File: src/rtl/core/arsa_pkg.sv
`default_nettype none
package arsa_pkg;

  localparam int MAX_SEG   = 64;
  localparam int IDX_BITS  = $clog2(MAX_SEG);
  localparam int CNT_BITS  = IDX_BITS + 1;
  localparam int PAGE_BITS = 36;
  localparam int SIZE_BITS = PAGE_BITS + 1;

  typedef logic [PAGE_BITS-1:0] page_t;
  typedef logic [SIZE_BITS-1:0] size_t;
  typedef logic [IDX_BITS-1:0]  idx_t;
  typedef logic [CNT_BITS-1:0]  cnt_t;

  localparam size_t RESET_RANGE_PAGES = SIZE_BITS'(1048576);

  localparam logic [1:0] OP_ALLOC    = 2'd0;
  localparam logic [1:0] OP_ALLOC_AT = 2'd1;
  localparam logic [1:0] OP_FREE     = 2'd2;

  localparam logic [1:0] STAT_OK       = 2'd0;
  localparam logic [1:0] STAT_NOFIT    = 2'd1;
  localparam logic [1:0] STAT_NOTFOUND = 2'd2;
  localparam logic [1:0] STAT_FULL     = 2'd3;

  localparam logic [2:0] PROT_NOACCESS = 3'd0;

  localparam logic CFG_RANGE_BASE  = 1'b0;
  localparam logic CFG_RANGE_PAGES = 1'b1;

  typedef struct packed {
    page_t      base;
    size_t      len;
    logic       used;
    logic [2:0] prot;
  } seg_t;

  typedef struct packed {
    page_t addr;
    size_t size;
  } query_t;

  typedef struct packed {
    logic fit;
    logic contain;
    logic baseeq;
  } flags_t;

  // writes land at idx..idx+shift, cells above move up by shift
  typedef struct packed {
    logic       apply;
    idx_t       idx;
    logic [1:0] shift;
    seg_t       w0;
    seg_t       w1;
    seg_t       w2;
  } cell_cmd_t;

endpackage
`default_nettype wire

File: src/rtl/core/arsa_cell.sv
`default_nettype none
module arsa_cell (
  input  logic                  clk,
  input  arsa_pkg::idx_t        cell_idx,
  input  logic                  load,
  input  arsa_pkg::seg_t        load_seg,
  input  arsa_pkg::cell_cmd_t   cmd,
  input  arsa_pkg::seg_t        prev1,
  input  arsa_pkg::seg_t        prev2,
  input  arsa_pkg::query_t      query,
  output arsa_pkg::seg_t        seg,
  output arsa_pkg::flags_t      flags
);
  import arsa_pkg::*;

  seg_t  seg_r, seg_nxt;
  idx_t  rel_idx;
  logic  at_or_above;
  page_t off;

  always_comb begin
    rel_idx     = cell_idx - cmd.idx;
    at_or_above = cell_idx >= cmd.idx;
    seg_nxt     = seg_r;
    if (load) begin
      seg_nxt = load_seg;
    end else if (cmd.apply && at_or_above) begin
      if (int'(rel_idx) <= int'(cmd.shift)) begin
        if (int'(rel_idx) == 0) begin
          seg_nxt = cmd.w0;
        end else if (int'(rel_idx) == 1) begin
          seg_nxt = cmd.w1;
        end else begin
          seg_nxt = cmd.w2;
        end
      end else if (cmd.shift == 2'd2) begin
        seg_nxt = prev2;
      end else if (cmd.shift == 2'd1) begin
        seg_nxt = prev1;
      end
    end
  end

  always_ff @(posedge clk) begin
    seg_r <= seg_nxt;
  end

  always_comb begin
    off           = query.addr - seg_r.base;
    flags.fit     = !seg_r.used && (seg_r.len >= query.size);
    flags.contain = (query.addr >= seg_r.base) && ({1'b0, off} < seg_r.len);
    flags.baseeq  = seg_r.base == query.addr;
  end

  assign seg = seg_r;

endmodule
`default_nettype wire

File: config.mk
export PLATFORM = sky130hd
export DESIGN_NAME = arsa_cell
export DESIGN_NICKNAME = d
export VERILOG_FILES = /design/src/rtl/core/arsa_pkg.sv /design/src/rtl/core/arsa_cell.sv
export SDC_FILE = /design/constraint.sdc
export NUM_CORES = 1
export LEC_CHECK = 0
export ABC_AREA = 1
export BUFFER_PORTS_ARGS = -buffer_cell sky130_fd_sc_hd__buf_2
export CAP_MARGIN = 20
export CORE_AREA = 10 10 240 242
export DETAILED_ROUTE_END_ITERATION = 8
export DIE_AREA = 0 0 250 252
export GPL_ROUTABILITY_DRIVEN = 0
export HOLD_SLACK_MARGIN = 0.08
export PLACE_DENSITY_LB_ADDON = 0.12
export SYNTH_ARGS = -nofsm -noshare
export SYNTH_HDL_FRONTEND = slang
export SYNTH_SLANG_ARGS = --single-unit
File: constraint.sdc
create_clock -name clk -period 7.31 [get_ports clk]
set_input_delay 1.462 -clock clk [delete_from_list [all_inputs] [get_ports clk]]
set_output_delay 1.462 -clock clk [all_outputs]
set_load 0.01 [all_outputs]
**After elaboration in Yosys (flattened, before gate mapping)**

Cells that the tools add are included.

- Reductions and logical operators: 8
- Mux-type cells: 7
- Equal/unequal tests: 4
- Order comparisons: 5
- $add $sub $neg: 2

Operator list:

| kind | count |
|---|---|
| 77-bit two-way mux | 7 |
| 37-bit >= comparator | 1 |
| 36-bit by 37-bit < comparator with 1-bit output | 1 |
| 36-bit == test | 1 |
| 36-bit >= comparator | 1 |
| 36-bit subtractor | 1 |
| 6-bit by 2-bit == test with 1-bit output (second input constant) | 1 |
| 6-bit >= comparator | 1 |
| 6-bit by 2-bit less-or-equal comparator with 1-bit output | 1 |
| 6-bit logical NOT | 1 |
| 6-bit subtractor | 1 |
| 4-bit nonzero test | 1 |
| 1-bit logical AND | 3 |
| 2-bit by 1-bit == test with 1-bit output (second input constant) | 1 |
| 2-bit == test (second input constant) | 1 |
| 2-bit AND reduction | 1 |
| 2-bit nonzero test | 1 |
| 1-bit logical NOT | 1 |

- Output and inout port bits: 80
- Logic and storage cells: 30
- Bits in registers: 77
- Input bits: 552

**Logic depth before layout (Yosys ltp)**

- Depth in word-level cells: 7
- Depth in mapped cells: 22
- Mapped depth without buffers: 22

**Worst setup path before layout**

No wires, ideal clock.

- Path type: input to register
- Start: input port cell_idx[0]
- End: register seg_r (netlist bit seg[0]) (enable)
- Data arrival time: 5.223 ns
- Path buffers: 3
- Path slack: 1.650 ns
- Library setup time: 0.437 ns
- Stages: 16
- Required time: 6.873 ns
- Cells stage by stage: inv_1 > ha_1 > fa_1 > buf_2 > inv_1 > ha_1 > inv_1 > nor2_1 > nor2_1 > a21oi_1 > nand3b_2 > buf_6 > buf_2 > nand2_1 > o211ai_1 > nand2_1

- Cells in the longest elaborated chain, start to end: 4
- Elaborated cells between the ends (all ways): 7
- Classes of those cells: add/sub: 1; order compare: 2; reduce/logical: 4

RTL lines:

| element | RTL line | source |
|---|---|---|
| start, declared | arsa_cell.sv:4 | `input arsa_pkg::idx_t cell_idx,` |
| 6-bit subtractor / 6-bit >= comparator (equally long branches) | arsa_cell.sv:22, arsa_cell.sv:23 |  |
| 6-bit by 2-bit less-or-equal comparator with 1-bit output / 1-bit logical AND (equally long branches) | arsa_cell.sv:28, arsa_cell.sv:27 |  |
| 4-bit nonzero test (no source line) / 2-bit nonzero test (equally long branches) | -- |  |
| 2-bit AND reduction (no source line) * | -- |  |
| end signal, assigned | arsa_cell.sv:45 | `seg_r <= seg_nxt;` |
| end, declared | arsa_cell.sv:16 | `seg_t seg_r, seg_nxt;` |

Mark *: on every way between the ends. The rest lies on a longest branch, timed or not.
A chain may end at the register's enable or synchronous reset.

==> out/metrics.cfg <==
[routing]
vias_per_cell=4.77
num_vias=14200
wirelength_um=70500
route.detailed.drc=0
ant_nets=0
dr.pass1.iters=8
wl_per_cell_um=23.7
drtIter0Drc=847

[setup_path]
crit_slowest_cell=fa_1
cpPeakStageDelay_ps=450
worstPathMaxFanout=4
critical_path_class=in -> out
cp_data_arrival_time_ps=4990
cp.required_ps=5850
endpoint_kind=output pin
crit_buf_inv=5
critPathTopFamily=simple AND/OR/NAND/NOR gates
path_common_cell=nand2_1
cp-start-kind=input port
path_cells=buf_2 -> inv_1 -> ha_1 -> inv_1 -> fa_1 -> nand3_1 -> nand2_1 -> a21oi_1 -> o21ai_0 -> nand3_1 -> nand2_1 -> xnor2_1 -> inv_1 -> ha_1 -> nand2_1 -> nor2_1 -> nand2_1 -> nor4_1 -> o2111ai_1 -> nand3_1 -> a21oi_1 -> buf_2

[clock_tree]
cts_buffers=9
clock_path_buffers=2
clkSinkCount=77
cts-root-buf=clkbuf_16
cts.reportedPaths.clkPinSlew_ps=70
cts-resized-gates=0
cts.hold.buffers_added=0
ctsHtreeMaxLevel=3
cts_tree=done
post-cts-setup-buffers=0

[timing]
period_share_pct=88.3
setup_violations=0
fin_tns_setup_ps=0
fin_crit_ps=6460
max_freq_mhz=155
rsz0062_at_grt=no
relSlewSlack_pct=26.9
final_hold_viol_count=0
slew_violations=0
tightest_slew_ps=1100

[synth]
ys_warn_count=0
synth_fp_nets=2372
ys_ff_latch=77
synth_seq_area_share_pct=20.2
netlist_area_mm2=0.0114
netlist_instances=1701
syn-mean-instance-area_um2=6.72
synth.distinct_cells=41

[hold_path]
hold_path_class=in -> reg

[finish]
layout-drive-gt1-share_pct=32.9
layout_commonest_cell=buf_2
fillers=5957
layout_common_cells=buf_2, nor2_1, inv_1, a21oi_1, nand2_1
ff_latch_area_mm2=0.00231
area_growth_pct=36.9
utilization_pct=29.8
largest_reg_flops=77
final_nets=2943
multiInputGateArea_mm2=0.00785

[grt]
grt_pass1_wl_um=101000
antenna_found_initial=33
grt_max_degree=131
overflow=0
grt_usage_pct=21.4
grt_pass1_vias=15000

[floorplanning]
start_util_pct=21.8
die_x_um=250
rows=84
die_area_mm2=0.0630
pin_count=632
die_y_um=252
coreArea_mm2=0.0524

[placed_design]
place_hpwl_um=61400
io_buffers=631

[power_and_ir_drop]
powerDensity_mw_per_mm2=165
vdd_drop_max_mv=0.111
power_leakage_uw=0.00784

[job]
cap_violations=0

[status]
outcome=completed

cell families (layout without fill, tap and decap cells):
logic type / after synthesis / after routing / share of synthesized area, %
DFF: 77 / 77 / 20.2
buffers and inverters: 339 / 915 / 11.6
adders and majority gates: 119 / 119 / 13.2
and+or+nand+nor: 736 / 736 / 30.4
muxes: 77 / 77 / 7.59
other: 0 / 13 / 0
xor gates and xnor gates: 28 / 28 / 2.15
AOI/OAI and AO/OA: 325 / 325 / 14.9
report_power, final:
group,switching (uW),internal (uW)
clock network,214,305
registers,88.8,569
logic,877,535
total,1180,1410
synthesized netlist by cell type, drive strengths merged:
master / n / area (um^2)
nor4: 1 / 6.26
nand3b: 107 / 807
edfxtp: 77 / 2310
clkinv: 1 / 3.75
a21boi: 4 / 30.0
a21oi: 248 / 1240
xor2: 17 / 149
o21bai: 4 / 30.0
o311ai: 1 / 8.76
inv: 254 / 953
nand2: 174 / 653
and3: 1 / 6.26
o211ai: 5 / 37.5
and3b: 1 / 8.76
a211oi: 3 / 22.5
clkbuf: 45 / 169
o2111ai: 3 / 26.3
a31oi: 3 / 18.8
nand4: 37 / 231
buf: 39 / 195
or2: 1 / 6.26
o21a: 3 / 22.5
ha: 117 / 1460
mux2: 77 / 867
fa: 2 / 40.0
nor2: 269 / 1010
xnor2: 11 / 96.3
and2: 1 / 6.26
a21o: 6 / 45.0
o21ai: 45 / 225
nand3: 133 / 671
nor3: 11 / 60.1
area by class of cell:
type | instances | share of cell area (%)
Multi-Input combinational cell | 1285 | 50.2
Timing Repair Buffer | 644 | 21.1
Sequential cell | 77 | 14.8
Inverter | 255 | 6.13
Tap cell | 688 | 5.50
Clock buffer | 9 | 1.44
Clock inverter | 7 | 0.672
Antenna cell | 13 | 0.208
routing by layer:
metal,global-route usage [%],vias to the layer above,part of all wire (%)
met1,25.2,6729,42
met4,4.29,30,1.5
met3,5.31,79,6.3
met5,0,-,0.26
li1,-,6908,-
met2,38.4,466,50
worst paths after layout:
| check | slack, ps | endpoint | start | depth (start not counted) |
|---|---|---|---|---|
| max | 850 | flags[1] | query[37] | 22 |
| min | 1410 | seg[1]$_DFFE_PP_ | load_seg[1] | 3 |
through the flow:
stage	setup slack (ps)	hold slack, ps	total power, uW	instances	area, um^2
floorplan	1650	1690	1460	1701	11400
global placement	840	1790	2080	2947	15200
detailed placement	859	1790	2090	2949	15300
CTS	842	1390	2620	2965	15600
global route	288	1430	2810	2970	15600
finish	853	1410	2590	2978	15600
tightest hold or removal path, delay by kind of cell:
kind            cells  cell delay (ps)
simple gates        1               30
buf+inv             1               80
compound gates      1              100
Note: power is estimated with default switching activity, not from simulation.
